===== config.mk =====
export PLATFORM = sky130hd
export DESIGN_NAME = capture_period_frequency_meter_flat
export DESIGN_NICKNAME = d
export VERILOG_FILES = /design/src/design/cpfm_pkg.sv /design/src/design/cpfm_interfaces.sv /design/src/design/cpfm_lane.sv /design/src/design/cpfm_merge.sv /design/src/design/cpfm_divider.sv /design/src/design/capture_period_frequency_meter.sv /design/src/flat_wrapper.sv
export SDC_FILE = /design/constraint.sdc
export NUM_CORES = 1
export LEC_CHECK = 0
export BUFFER_PORTS_ARGS = -buffer_cell sky130_fd_sc_hd__buf_2
export CAP_MARGIN = 5
export CORE_MARGIN = 3
export CORE_UTILIZATION = 35
export CTS_CLUSTER_DIAMETER = 100
export DETAILED_ROUTE_END_ITERATION = 8
export PLACE_DENSITY = 0.48
export SYNTH_ARGS = -nofsm -noshare
export SYNTH_HDL_FRONTEND = slang
export SYNTH_SLANG_ARGS = --single-unit

===== constraint.sdc =====
create_clock -name clk -period 10.2 [get_ports clk]
set_input_delay 0.51 -clock clk [delete_from_list [all_inputs] [get_ports clk]]
set_output_delay 0.51 -clock clk [all_outputs]
set_load 0.005 [all_outputs]

===== src/design/cpfm_pkg.sv =====
// ----------------------------------------------------------------------------
// cpfm_pkg
// Widths, register codes and constants of the capture period frequency meter.
// ----------------------------------------------------------------------------
`default_nettype none

package cpfm_pkg;

    localparam int STAMP_W      = 16;
    localparam int STAMP_FIELDS = 4;
    localparam int CLK_W        = 27;
    localparam int PPC_W        = 5;
    localparam int CNT_W        = 3;
    localparam int FRAC_W       = 8;
    localparam int FREQ_W       = 41;
    localparam int RPM_W        = 47;
    // clock * pulses * count (count never above four) * 2^FRAC_W
    localparam int PROD_W       = CLK_W + PPC_W;
    localparam int NUM_W        = PROD_W + 2 + FRAC_W;

    localparam int CFG_IDX_W    = 2;
    localparam int CFG_DATA_W   = CLK_W;

    localparam int DEFAULT_MAX_CAPTURES = 4;

    localparam logic [CLK_W-1:0]  CLK_HZ_RESET = CLK_W'(390625);
    localparam logic [PPC_W-1:0]  PPC_RESET    = PPC_W'(16);
    localparam logic [FREQ_W-1:0] FREQ_MAX     = {FREQ_W{1'b1}};
    localparam int                RPM_FACTOR   = 60;

    localparam logic OP_MEASURE = 1'b0;
    localparam logic OP_RESTART = 1'b1;

    localparam logic [CFG_IDX_W-1:0] REG_TIMER_CLOCK_HZ    = CFG_IDX_W'(0);
    localparam logic [CFG_IDX_W-1:0] REG_PULSES_PER_CAPTURE = CFG_IDX_W'(1);

endpackage

`default_nettype wire


===== src/design/cpfm_interfaces.sv =====
// ----------------------------------------------------------------------------
// cpfm_interfaces
// Valid/ready channels for capture batches and frequency results.
// ----------------------------------------------------------------------------
`default_nettype none

interface cpfm_item_if
    import cpfm_pkg::*;
();
    logic               valid;
    logic               ready;
    logic               op;
    logic [CNT_W-1:0]   capture_count;
    logic [STAMP_W-1:0] capture_0;
    logic [STAMP_W-1:0] capture_1;
    logic [STAMP_W-1:0] capture_2;
    logic [STAMP_W-1:0] capture_3;
    logic [STAMP_W-1:0] start_tick;

    modport source (
        output valid, op, capture_count, capture_0, capture_1, capture_2, capture_3,
               start_tick,
        input  ready
    );
    modport sink (
        input  valid, op, capture_count, capture_0, capture_1, capture_2, capture_3,
               start_tick,
        output ready
    );
endinterface

interface cpfm_result_if
    import cpfm_pkg::*;
();
    logic              valid;
    logic              ready;
    logic              updated;
    logic [FREQ_W-1:0] freq_hz_q8;
    logic [RPM_W-1:0]  freq_rpm_q8;
    logic              zero_period;

    modport source (
        output valid, updated, freq_hz_q8, freq_rpm_q8, zero_period,
        input  ready
    );
    modport sink (
        input  valid, updated, freq_hz_q8, freq_rpm_q8, zero_period,
        output ready
    );
endinterface

`default_nettype wire


===== src/design/cpfm_lane.sv =====
// ----------------------------------------------------------------------------
// cpfm_lane
// Wrapped tick difference of one capture stamp from the stamp before it.
// ----------------------------------------------------------------------------
`default_nettype none

module cpfm_lane
    import cpfm_pkg::*;
(
    input  wire logic               enable,
    input  wire logic [STAMP_W-1:0] stamp,
    input  wire logic [STAMP_W-1:0] prev,
    output logic      [STAMP_W-1:0] diff
);

    // modulo 2^16 subtraction covers timer wrap
    assign diff = enable ? (stamp - prev) : '0;

endmodule

`default_nettype wire


===== src/design/cpfm_merge.sv =====
// ----------------------------------------------------------------------------
// cpfm_merge
// Sums the lane differences into elapsed ticks and picks the newest stamp.
// ----------------------------------------------------------------------------
`default_nettype none

module cpfm_merge
    import cpfm_pkg::*;
#(
    parameter int LANES     = DEFAULT_MAX_CAPTURES,
    parameter int ELAPSED_W = STAMP_W + $clog2(LANES)
) (
    input  wire logic [STAMP_W-1:0]   diffs  [LANES],
    input  wire logic [STAMP_W-1:0]   stamps [LANES],
    input  wire logic [CNT_W-1:0]     count,
    output logic      [ELAPSED_W-1:0] elapsed,
    output logic      [STAMP_W-1:0]   newest
);

    always_comb
    begin
        elapsed = '0;
        newest  = '0;
        for (int i = 0; i < LANES; i++)
        begin
            elapsed = elapsed + ELAPSED_W'(diffs[i]);
            if (count == CNT_W'(i + 1))
            begin
                newest = stamps[i];
            end
        end
    end

endmodule

`default_nettype wire


===== src/design/cpfm_divider.sv =====
// ----------------------------------------------------------------------------
// cpfm_divider
// Restoring divider, one quotient bit per cycle.
// ----------------------------------------------------------------------------
`default_nettype none

module cpfm_divider
    import cpfm_pkg::*;
#(
    parameter int DEN_W = STAMP_W + 2
) (
    input  wire logic             clk,
    input  wire logic             rst_n,
    input  wire logic             start,
    input  wire logic [NUM_W-1:0] dividend,
    input  wire logic [DEN_W-1:0] divisor,
    output logic                  done,
    output logic      [NUM_W-1:0] quotient
);

    localparam int STEP_W = $clog2(NUM_W + 1);

    logic [NUM_W-1:0]  acc_reg;
    logic [DEN_W-1:0]  rem_reg;
    logic [DEN_W-1:0]  den_reg;
    logic [STEP_W-1:0] step_reg;
    logic              done_reg;

    logic [DEN_W:0]    trial;
    logic              fits;

    assign trial = {rem_reg, acc_reg[NUM_W-1]};
    assign fits  = trial >= {1'b0, den_reg};

    always_ff @(posedge clk or negedge rst_n)
    begin
        if (!rst_n)
        begin
            step_reg <= '0;
            done_reg <= 1'b0;
        end
        else
        begin
            done_reg <= 1'b0;
            if (start)
            begin
                step_reg <= STEP_W'(NUM_W);
            end
            else if (step_reg != '0)
            begin
                step_reg <= step_reg - 1'b1;
                done_reg <= (step_reg == STEP_W'(1));
            end
        end
    end

    always_ff @(posedge clk)
    begin
        if (start)
        begin
            acc_reg <= dividend;
            rem_reg <= '0;
            den_reg <= divisor;
        end
        else if (step_reg != '0)
        begin
            // shift dividend out at the top, quotient bit in at the bottom
            acc_reg <= {acc_reg[NUM_W-2:0], fits};
            rem_reg <= fits ? DEN_W'(trial - {1'b0, den_reg}) : trial[DEN_W-1:0];
        end
    end

    assign done     = done_reg;
    assign quotient = acc_reg;

endmodule

`default_nettype wire


===== src/design/capture_period_frequency_meter.sv =====
// ----------------------------------------------------------------------------
// capture_period_frequency_meter
// Pulse frequency in Hz and RPM from batches of timer capture stamps.
// ----------------------------------------------------------------------------
// Restart and empty batches go from the idle state straight to the result state;
// a zero elapsed batch passes through ST_MUL1, and a measured batch through ST_MUL1,
// ST_MUL2 and the 42-step serial divider. One item at a time: a new batch is taken
// only in the idle state, after the result of the last one has been loaded.
// A finished result waits in the output register while the next item runs.
// Reset (asynchronous, active low) restores register defaults, clears state.
`default_nettype none

module capture_period_frequency_meter
    import cpfm_pkg::*;
#(
    parameter int MAX_CAPTURES = DEFAULT_MAX_CAPTURES
) (
    input  wire logic                  clk,
    input  wire logic                  rst_n,
    input  wire logic                  cfg_we,
    input  wire logic [CFG_IDX_W-1:0]  cfg_index,
    input  wire logic [CFG_DATA_W-1:0] cfg_wdata,
    cpfm_item_if.sink                  item,
    cpfm_result_if.source              result
);

    localparam int LANES     = (MAX_CAPTURES < STAMP_FIELDS) ? MAX_CAPTURES : STAMP_FIELDS;
    localparam int ELAPSED_W = STAMP_W + $clog2(LANES);

    typedef enum logic [4:0] {
        ST_IDLE   = 5'b00001,
        ST_MUL1   = 5'b00010,
        ST_MUL2   = 5'b00100,
        ST_DIV    = 5'b01000,
        ST_RESULT = 5'b10000
    } cpfm_state_t;

    cpfm_state_t          state_reg;
    cpfm_state_t          state_next;

    logic [CLK_W-1:0]     clk_hz_reg;
    logic [PPC_W-1:0]     ppc_reg;
    logic [STAMP_W-1:0]   last_stamp_reg;
    logic [FREQ_W-1:0]    held_freq_reg;

    logic [ELAPSED_W-1:0] elapsed_reg;
    logic [CNT_W-1:0]     count_reg;
    logic [PROD_W-1:0]    prod_reg;

    logic                 res_upd_reg;
    logic [FREQ_W-1:0]    res_freq_reg;
    logic                 res_zp_reg;

    logic                 out_valid_reg;
    logic                 out_upd_reg;
    logic [FREQ_W-1:0]    out_freq_reg;
    logic [RPM_W-1:0]     out_rpm_reg;
    logic                 out_zp_reg;

    logic [STAMP_W-1:0]   stamps [STAMP_FIELDS];
    logic [STAMP_W-1:0]   lane_stamps [LANES];
    logic [STAMP_W-1:0]   lane_diffs  [LANES];
    logic [CNT_W-1:0]     count_sat;
    logic [ELAPSED_W-1:0] elapsed;
    logic [STAMP_W-1:0]   newest;

    logic                 accept;
    logic                 out_load;
    logic [PROD_W+CNT_W-1:0] prod_count;
    logic [NUM_W-1:0]     numerator;
    logic                 div_done;
    logic [NUM_W-1:0]     quotient;
    logic [FREQ_W-1:0]    quot_sat;
    logic [RPM_W-1:0]     rpm;

    assign stamps[0] = item.capture_0;
    assign stamps[1] = item.capture_1;
    assign stamps[2] = item.capture_2;
    assign stamps[3] = item.capture_3;

    assign count_sat = (item.capture_count > CNT_W'(LANES)) ? CNT_W'(LANES)
                                                            : item.capture_count;

    generate
        for (genvar i = 0; i < LANES; i++)
        begin : g_lane
            logic [STAMP_W-1:0] prev;
            if (i == 0)
            begin : g_first
                assign prev = last_stamp_reg;
            end
            else
            begin : g_rest
                assign prev = stamps[i-1];
            end
            assign lane_stamps[i] = stamps[i];

            cpfm_lane u_lane (
                .enable (count_sat > CNT_W'(i)),
                .stamp  (stamps[i]),
                .prev   (prev),
                .diff   (lane_diffs[i])
            );
        end
    endgenerate

    cpfm_merge #(
        .LANES     (LANES),
        .ELAPSED_W (ELAPSED_W)
    ) u_merge (
        .diffs   (lane_diffs),
        .stamps  (lane_stamps),
        .count   (count_sat),
        .elapsed (elapsed),
        .newest  (newest)
    );

    // count never exceeds four, so the top product bit is always clear
    assign prod_count = prod_reg * count_reg;
    assign numerator  = {prod_count[NUM_W-FRAC_W-1:0], {FRAC_W{1'b0}}};

    cpfm_divider #(
        .DEN_W (ELAPSED_W)
    ) u_div (
        .clk      (clk),
        .rst_n    (rst_n),
        .start    (state_reg == ST_MUL2),
        .dividend (numerator),
        .divisor  (elapsed_reg),
        .done     (div_done),
        .quotient (quotient)
    );

    assign quot_sat = (|quotient[NUM_W-1:FREQ_W]) ? FREQ_MAX : quotient[FREQ_W-1:0];

    // times sixty as 64 - 4
    assign rpm = ({{(RPM_W-FREQ_W){1'b0}}, res_freq_reg} << 6)
               - ({{(RPM_W-FREQ_W){1'b0}}, res_freq_reg} << 2);

    assign accept   = item.valid && item.ready;
    assign out_load = (state_reg == ST_RESULT) && (!out_valid_reg || result.ready);

    always_comb
    begin
        state_next = state_reg;
        case (state_reg)
            ST_IDLE:
            begin
                if (accept)
                begin
                    if (item.op == OP_MEASURE && count_sat != '0)
                    begin
                        state_next = ST_MUL1;
                    end
                    else
                    begin
                        state_next = ST_RESULT;
                    end
                end
            end
            ST_MUL1:
            begin
                state_next = (elapsed_reg == '0) ? ST_RESULT : ST_MUL2;
            end
            ST_MUL2:
            begin
                state_next = ST_DIV;
            end
            ST_DIV:
            begin
                if (div_done)
                begin
                    state_next = ST_RESULT;
                end
            end
            ST_RESULT:
            begin
                if (out_load)
                begin
                    state_next = ST_IDLE;
                end
            end
            default:
            begin
                state_next = ST_IDLE;
            end
        endcase
    end

    always_ff @(posedge clk or negedge rst_n)
    begin
        if (!rst_n)
        begin
            state_reg      <= ST_IDLE;
            clk_hz_reg     <= CLK_HZ_RESET;
            ppc_reg        <= PPC_RESET;
            last_stamp_reg <= '0;
            held_freq_reg  <= '0;
            out_valid_reg  <= 1'b0;
        end
        else
        begin
            state_reg <= state_next;

            if (cfg_we && cfg_index == REG_TIMER_CLOCK_HZ)
            begin
                clk_hz_reg <= cfg_wdata[CLK_W-1:0];
            end
            if (cfg_we && cfg_index == REG_PULSES_PER_CAPTURE)
            begin
                ppc_reg <= cfg_wdata[PPC_W-1:0];
            end

            if (accept && item.op == OP_RESTART)
            begin
                last_stamp_reg <= item.start_tick;
                held_freq_reg  <= '0;
            end
            else if (accept && count_sat != '0)
            begin
                last_stamp_reg <= newest;
            end
            else if (state_reg == ST_MUL1 && elapsed_reg == '0)
            begin
                held_freq_reg <= FREQ_MAX;
            end
            else if (state_reg == ST_DIV && div_done)
            begin
                held_freq_reg <= quot_sat;
            end

            if (out_load)
            begin
                out_valid_reg <= 1'b1;
            end
            else if (result.ready)
            begin
                out_valid_reg <= 1'b0;
            end
        end
    end

    always_ff @(posedge clk)
    begin
        case (state_reg)
            ST_IDLE:
            begin
                elapsed_reg <= elapsed;
                count_reg   <= count_sat;
                res_upd_reg <= 1'b0;
                res_zp_reg  <= 1'b0;
                // empty batch reports the held value, restart reports zero
                res_freq_reg <= (item.op == OP_RESTART) ? '0 : held_freq_reg;
            end
            ST_MUL1:
            begin
                prod_reg     <= clk_hz_reg * ppc_reg;
                res_upd_reg  <= 1'b1;
                res_zp_reg   <= (elapsed_reg == '0);
                res_freq_reg <= FREQ_MAX;
            end
            ST_DIV:
            begin
                res_freq_reg <= quot_sat;
            end
            default:
            begin
            end
        endcase

        if (out_load)
        begin
            out_upd_reg  <= res_upd_reg;
            out_freq_reg <= res_freq_reg;
            out_rpm_reg  <= rpm;
            out_zp_reg   <= res_zp_reg;
        end
    end

    assign item.ready         = (state_reg == ST_IDLE);
    assign result.valid       = out_valid_reg;
    assign result.updated     = out_upd_reg;
    assign result.freq_hz_q8  = out_freq_reg;
    assign result.freq_rpm_q8 = out_rpm_reg;
    assign result.zero_period = out_zp_reg;

endmodule

`default_nettype wire


===== src/flat_wrapper.sv =====
// flat-port wrapper written by rule: the top's interface ports become plain ports
module capture_period_frequency_meter_flat import cpfm_pkg::*;
#(
    parameter int MAX_CAPTURES = DEFAULT_MAX_CAPTURES
)
  (clk, rst_n, cfg_we, cfg_index, cfg_wdata, item_valid, item_op, item_capture_count, item_capture_0, item_capture_1, item_capture_2, item_capture_3, item_start_tick, item_ready, result_valid, result_updated, result_freq_hz_q8, result_freq_rpm_q8, result_zero_period, result_ready);
  cpfm_item_if item_i ();
  cpfm_result_if result_i ();
  input  wire logic clk;
  input  wire logic rst_n;
  input  wire logic cfg_we;
  input  wire logic [CFG_IDX_W-1:0] cfg_index;
  input  wire logic [CFG_DATA_W-1:0] cfg_wdata;
  input wire logic [$bits(item_i.valid)-1:0] item_valid;
  input wire logic [$bits(item_i.op)-1:0] item_op;
  input wire logic [$bits(item_i.capture_count)-1:0] item_capture_count;
  input wire logic [$bits(item_i.capture_0)-1:0] item_capture_0;
  input wire logic [$bits(item_i.capture_1)-1:0] item_capture_1;
  input wire logic [$bits(item_i.capture_2)-1:0] item_capture_2;
  input wire logic [$bits(item_i.capture_3)-1:0] item_capture_3;
  input wire logic [$bits(item_i.start_tick)-1:0] item_start_tick;
  output wire logic [$bits(item_i.ready)-1:0] item_ready;
  output wire logic [$bits(result_i.valid)-1:0] result_valid;
  output wire logic [$bits(result_i.updated)-1:0] result_updated;
  output wire logic [$bits(result_i.freq_hz_q8)-1:0] result_freq_hz_q8;
  output wire logic [$bits(result_i.freq_rpm_q8)-1:0] result_freq_rpm_q8;
  output wire logic [$bits(result_i.zero_period)-1:0] result_zero_period;
  input wire logic [$bits(result_i.ready)-1:0] result_ready;
  assign item_i.valid = item_valid;
  assign item_i.op = item_op;
  assign item_i.capture_count = item_capture_count;
  assign item_i.capture_0 = item_capture_0;
  assign item_i.capture_1 = item_capture_1;
  assign item_i.capture_2 = item_capture_2;
  assign item_i.capture_3 = item_capture_3;
  assign item_i.start_tick = item_start_tick;
  assign item_ready = item_i.ready;
  assign result_valid = result_i.valid;
  assign result_updated = result_i.updated;
  assign result_freq_hz_q8 = result_i.freq_hz_q8;
  assign result_freq_rpm_q8 = result_i.freq_rpm_q8;
  assign result_zero_period = result_i.zero_period;
  assign result_i.ready = result_ready;
  capture_period_frequency_meter #(.MAX_CAPTURES(MAX_CAPTURES)) u_core (.clk(clk), .rst_n(rst_n), .cfg_we(cfg_we), .cfg_index(cfg_index), .cfg_wdata(cfg_wdata), .item(item_i), .result(result_i));
endmodule

# Word-level counts from Yosys, hierarchy flattened
# Cells that the tools add are included.
# totals
reg_bits,366
in_bits,118
out_inout_bits,92
elab_cells,114
# op_classes
addsub,10
mul,2
n_lt_le_gt_ge,6
eq_ne,15
mux,35
bitwise_logic,1
reduce_logical,23
# ops
cell,n
$mux 41,6
$mux 16,10
$pmux 41 s3,1
$mux 42,2
$sub 16x16->16,4
$sub 47x43->47,1
$mul 32x3->34,1
$mul 27x5->32,1
$mux 5,5
$pmux 5 s5,1
$ge 19x18->1,1
$add 17x16->18,1
$add 18x16->18,1
$logic_not 18->1,1
$mux 18,1
$sub 18x18->18,1
$add 16x16->17,1
$mux 6,2
$logic_and 1x1->1,9
$reduce_bool 3->1,3
$reduce_bool 2->1,4
$eq 3x2->1 const B,2
$eq 6x1->1 const B,1
$gt 3x1->1 const B,2
23 further kinds,30

# Logic depth before layout (Yosys ltp)
# Gate-level depths: netlist of run 1.
# depth
depth_word,9
mapped_depth,25
ltp_nobuf,25

# By module
# A second synthesis of run 1 with hierarchy kept.
# hier_totals
hier_cells,3208
area_unflattened_um2,30257.8
# by_module_without_submodules
module,n_inst,cells_each,area_each_um2
capture_period_frequency_meter,1,2035,20111.8
cpfm_divider,1,346,4274.1
cpfm_lane,4,135,913.4
cpfm_merge,1,287,2218.4

# Worst setup path before layout of run 1
# Ideal clock, no wire load.
# synth_timing
path_kind,reg-to-reg
start,reg u_core.ppc_reg[4]
end,"reg u_core.prod_reg[24], data pin"
setup_ns,0.260
arrival_ns,5.135
t_required_ns,9.940
setup_slack_ns,4.805
stages_incl_launch_ff,19
path_buffers,2
path_cell_list,dfstp_2 clkbuf_1 clkbuf_1 nand2_1 fa_1 fa_1 fa_1 inv_1 ha_1 a211oi_2 o21ai_1 a31o_1 or4_1 a31o_1 a21o_1 a21o_1 a21o_1 a31o_1 xor2_1
# synth_via
elab_chain_len,1
# synth_rtl
element,line_no,rtl
start: declaration,capture_period_frequency_meter.sv:42,logic [PPC_W-1:0] ppc_reg;
start signal: assignment,capture_period_frequency_meter.sv:211,ppc_reg <= cfg_wdata[PPC_W-1:0];
$mul 27x5->32,capture_period_frequency_meter.sv:257,prod_reg <= clk_hz_reg * ppc_reg;
end signal: assignment,capture_period_frequency_meter.sv:257,
end: declaration,capture_period_frequency_meter.sv:48,logic [PROD_W-1:0] prod_reg;
# Every way passes these cells.
# A chain may end at the register's enable or synchronous reset.

# Worst setup path after layout of run 1
# layout_timing
start,reg u_core.ppc_reg[3]
end,"reg u_core.prod_reg[24], data pin"
# The elaborated chain is that of the path after synthesis.

==> results.toml, run 1 <==
[run_status]
outcome = "complete, no violations"

[clock_network]
cts_buffer_depth = 3
clk_pin_slew_ns = 0.06
clock_latency_ns = 0.58
numCtsBuffers = 45
cts_tree = "done"
clock-sinks = 363
cts_setup_buffers = 0
cts_root_buffer = "clkbuf_16"
h-tree-depth = 2

[sta]
min_period_ns = 5.67
drv_slew = 0
rsz0062_at_grt = "no"
tightest_slew_ns = 1.21
final.setup.tns_ns = 0
fmax_mhz = 176
hold_viol_final = 0
relSlewSlack_pct = 18.8
finalSetupViolations = 0
clock_skew_ns = 0.0158
fin_ws_ns = 4.53
finalCritPeriodShare_pct = 55.6

[power]
p_sw_uw = 4800
p_seq_share_pct = 25.5
pwr-share-comb_pct = 59.2
irDropWorstVdd_mv = 0.163
intPower_uw = 6190
power.density_nw_per_um2 = 345
power_frac_clock_pct = 15.2
switching_share_pct = 43.7
finalPower_uw = 11000
leakage_uw = 0.0148

[final_layout]
final_util_pct = 40.2
mostFrequentLayoutCells = "360 x inv_1, 324 x nand2_1, 235 x edfxtp_1"
layout-drive-gt1-share_pct = 12.0
syn_to_final_growth_pct = 13.0
largest_reg_flops = 44
final_common_cell = "inv_1"
n_antenna_cell = 0
fin_nets = 3678

[setup_path]
critPathLaunchType = "flop"
r2r_end = "u_core.prod_reg[24]"
arrival_ns = 5.99
path_class = "reg2reg"
worst-r2r-setup-slack_ns = 4.53
worst_setup_path_end_kind = "flop"
cp_max_fo = 28
rr_worst_depth = 17
worstPathRequired_ns = 10.52
r2r_start = "u_core.ppc_reg[3]"

[worst_hold_path]
hold-path-cell-count = 3
hold_path.class = "in2reg"
min_to = "u_core.g_lane[0].prev[8]"
min_from = "item_start_tick[8]"

[floorplan]
io_pins = 210
coreArea_um2 = 79400
start_util_pct = 35.5
dieArea_um2 = 84000
die_x_um = 290
num_rows = 103
die_h_um = 290

[global_route]
grt_overflow = 0
grt_pass1_wl_mm = 117
antenna_found_initial = 0
grtUsageTotal_pct = 16.7
grt_max_degree = 83
grt_pass1_vias = 21800

[synth]
synth-main-ff-cell = "edfxtp_1"
seq_area_frac_synth_pct = 36.0
ys_ff_latch = 363
synth_area_um2 = 28200
ys_types = 75
syn_inst = 3052
synth_warnings = 0
synth_edf_count = 235
avgSynthCellArea_um2 = 9.24
synthArstFlopShare_pct = 28.1

[placement]
gp_congestion = 0.837
preCtsSetupSlack_ns = 4.23
port_buffers = 207
hpwl_mm = 54.2

[routing]
ant_nets = 0
drc = 0
post_drt_wl_per_cell_um = 16.5
first_pass_iters = 5
routed_via_density = 4.98
wl_mm = 70.8
via_count = 21400
drt_iter0_drc = 1052

[job]
drv_cap = 0
==> power groups by stage <==
stage | combinational [uW] | sequential [uW] | clock (uW)
detailed placement | 6530 | 2840 | 0
floorplan | 5150 | 2640 | 0
global route | 7490 | 2880 | 1800
finish | 6510 | 2800 | 1680
global placement | 6460 | 2830 | 0
CTS | 6580 | 2810 | 1740
==> worst max-delay path, cell delays in order (launching register included) <==
cell and delay [ns]:
dfrtp_1 0.90, and2_1 0.25, fa_1 0.44, fa_1 0.54, inv_1 0.05, fa_1 0.52
inv_1 0.04, ha_1 0.35, o21ai_0 0.27, o21ai_1 0.12, a31o_1 0.25, or4_1 0.50
a31o_1 0.23, a21o_1 0.20, a21o_1 0.18, a21o_1 0.19, a31o_1 0.22, xor2_1 0.14
==> cell type report <==
cell class,count,area [um^2]
Tap cell,1050,1310
Fill cell,8045,47500
Timing Repair Buffer,230,1210
Multi-Input combinational cell,2209,16300
Clock buffer,54,1190
Sequential cell,363,10100
Inverter,360,1350
Clock inverter,30,369
==> routing by layer <==
| layer | global-route usage (%) | wire length [um] |
|---|---|---|
| met1 | 23.7 | 35000 |
| met2 | 26.8 | 31600 |
| met3 | 2.38 | 2770 |
| met4 | 3.95 | 1480 |
| met5 | 0 | 0 |
==> cells by family after synthesis <==
kind of cell / share of synthesized area [%]
AOI/OAI and AO/OA: 15.0
xor gates and xnor gates: 5.09
adders and majority gates: 19.4
buffers and inverters: 6.45
DFF: 36.0
muxes: 1.77
other: 0.0133
and+or+nand+nor: 16.4
==> per-stage QoR <==
step                cell area, um^2  hold WS, ns  cells
floorplan                     28200        0.214   3053
global placement              30300        0.415   4211
detailed placement            30300        0.440   4211
CTS                           31900        0.118   4296
global route                  31900        0.134   4296
finish                        31900        0.165   4296
==> cells in the mapped netlist (20+ instances only) <==
cell | count | share of area [%]
xnor2_1 | 107 | 3.3
nor2_1 | 192 | 2.6
nand3b_1 | 20 | 0.53
clkbuf_1 | 109 | 1.5
mux2_2 | 32 | 1.3
ha_1 | 208 | 9.2
dfrtp_1 | 88 | 7.8
nor3_1 | 46 | 0.82
nor2b_1 | 43 | 0.95
xor2_1 | 57 | 1.8
inv_1 | 360 | 4.8
a211oi_1 | 26 | 0.69
nand2_1 | 325 | 4.3
dfxtp_1 | 26 | 1.8
and2_1 | 97 | 2.2
a21o_1 | 85 | 2.3
a21oi_1 | 198 | 3.5
nand2b_1 | 48 | 1.1
nand3_1 | 117 | 2.1
o21ai_0 | 191 | 3.4
edfxtp_1 | 235 | 25
fa_1 | 143 | 10
==> how the worst max path moves through the flow <==
stage,from,to,cells after the start
finish,u_core.ppc_reg[3],u_core.prod_reg[24],17
floorplan,u_core.ppc_reg[4],u_core.prod_reg[24],18
global placement,item_capture_2[1],u_core.elapsed_reg[17],24
detailed placement,item_capture_2[1],u_core.elapsed_reg[17],24
CTS,u_core.ppc_reg[2],u_core.prod_reg[24],17
global route,u_core.ppc_reg[2],u_core.prod_reg[24],17
==> what timing repair did <==
item	4_1_cts	5_1_grt
hold buffers	1	0
gates resized for setup	0	0
endpoints found under the setup margin	0	0
hold endpoints to repair	12	0
Note: power is estimated with default switching activity, not from simulation.
==> run 2, diff against run 1 <==
Settings changed: PLACE_DENSITY 0.48 to 0.5.
Clock period 10.2 ns to 4.9 ns, I/O delays scaled along.
==> run 2 against run 1 <==
Compared with the run above: combinational power rose by 140%; cell area rose by 5.7%; worst hold slack got worse by 0.12 ns; critical endpoint unchanged.
==> results.toml, run 2 (same netlist as run 1, synthesis figures left out) <==
[setup_path]
critPathLaunchType = "flop"
path_class = "reg2reg"
worst_setup_path_end_kind = "flop"
worstPathRequired_ns = 5.22
cp_max_fo = 4
rr_worst_depth = 19
arrival_ns = 5.19

[power]
intPower_uw = 14100
pwr-share-comb_pct = 62.9
p_sw_uw = 10500
p_seq_share_pct = 23.3
irDropWorstVdd_mv = 0.363
switching_share_pct = 42.6
leakage_uw = 0.0157
power.density_nw_per_um2 = 729
power_frac_clock_pct = 13.8

[final_layout]
mostFrequentLayoutCells = "355 x inv_1, 323 x nand2_1, 235 x edfxtp_1"
syn_to_final_growth_pct = 19.4
largest_reg_flops = 44
layout-drive-gt1-share_pct = 17.1
n_antenna_cell = 0
stdcell_area_um2 = 33700
final_util_pct = 42.4
final_common_cell = "inv_1"
fin_nets = 3862
fin_cells = 4479

[floorplan]
die_x_um = 290
die_h_um = 290
io_pins = 210
num_rows = 103
dieArea_um2 = 84000
coreArea_um2 = 79400
start_util_pct = 35.5

[routing]
top_layer = "met4"
wl_met1_mm = 34.4
routed_via_density = 4.92
via_count = 22000
first_pass_iters = 5
drt_iter0_drc = 979
ant_nets = 0
post_drt_wl_per_cell_um = 15.8
wl_met3_mm = 3.14
drc = 0
wl_mm = 71.0
wl_met2_mm = 31.5

[sta]
tightest_slew_ns = 1.09
relSlewSlack_pct = 27.2
fmax_mhz = 205
rsz0062_at_grt = "yes"
final.setup.tns_ns = 0
clock_skew_ns = 0.0147
hold_viol_final = 0
finalCritPeriodShare_pct = 99.4
finalSetupViolations = 0
min_period_ns = 4.87
drv_slew = 0
fin_ws_ns = 0.0270

[clock_network]
h-tree-depth = 2
clock_latency_ns = 0.59
cts_buffer_depth = 3
clk_pin_slew_ns = 0.06
clock-sinks = 363
cts_root_buffer = "clkbuf_16"
cts_tree = "done"
numCtsBuffers = 44

[worst_hold_path]
hold_path.class = "in2reg"
hold-path-cell-count = 3

[placement]
port_buffers = 207
dp_cells = 4345
gp_congestion = 0.861
hpwl_mm = 54.8
detailed_place.area_um2 = 31400
preCtsSetupSlack_ns = -0.531

[global_route]
grt_pass1_vias = 22700
antenna_found_initial = 0
grt_overflow = 0
grt_pass1_wl_mm = 118
grt_max_degree = 88
grtUsageTotal_pct = 16.7

[run_status]
outcome = "complete, no violations"

[job]
drv_cap = 0
run 2: per-stage QoR:
step                      power (uW)  hold WS, ns
after detailed placement       20600        0.396
after CTS                      24400       0.0134
after global placement         20400        0.383
after global routing           27100       0.0573
final                          24600       0.0424
after floorplan                16300      -0.0506
run 2: worst paths after layout:
check                                       start                         to  slack (ns)
min in group asynchronous                   rst_n      u_core.clk_hz_reg[19]        0.30
worst max register to register  u_core.ppc_reg[4]        u_core.prod_reg[24]        0.03
max in group asynchronous                   rst_n        u_core.state_reg[4]        3.29
worst max-delay path            u_core.ppc_reg[4]        u_core.prod_reg[24]        0.03
worst min-delay path                 result_ready        u_core.result.valid        0.04
worst min register to register  u_core.res_zp_reg  u_core.result.zero_period        0.45
run 2: layout make-up:
class,count,area [um^2]
fill,7881,45700
multi-input combinational,2209,16600
sequential,363,10100
timing repair buffer,415,2790
inverter,360,1350
tap,1050,1310
clock buffer,52,1150
clock inverter,30,363
run 2: what timing repair did:
action                                 in CTS  in global routing
endpoints found under the hold margin      82                  0
hold buffers                               43                  0
resized for setup                          27                 47
pin swaps                                  35                 20
buffers inserted                            6                  3
setup endpoints to repair                  10                 18
run 2: worst max-delay path: stages, from the launching register on:
cell      delay (ns)
dfstp_2         0.56
buf_6           0.12
buf_12          0.10
and2_4          0.13
fa_1            0.42
fa_1            0.49
inv_1           0.06
fa_1            0.52
inv_1           0.07
ha_4            0.21
o21ai_1         0.07
nand2b_1        0.09
a31o_1          0.23
or4_4           0.48
a31o_1          0.19
a21o_1          0.18
a21o_1          0.16
a21o_1          0.17
a31o_1          0.21
xor2_1          0.14
run 2: routing by layer:
| metal | vias up | global-route usage (%) |
|---|---|---|
| met3 | 109 | 2.66 |
| met2 | 438 | 27.0 |
| met5 | - | 0 |
| li1 | 11200 | - |
| met1 | 10300 | 23.3 |
| met4 | 0 | 4.63 |
run 2: power groups by stage:
stage	Combinational (uW)	Clock (uW)	Sequential (uW)
after floorplan	10800	0	5480
after global placement	14600	0	5760
after detailed placement	14800	0	5780
after CTS	15200	3520	5730
after global routing	17700	3630	5850
final	15500	3390	5720
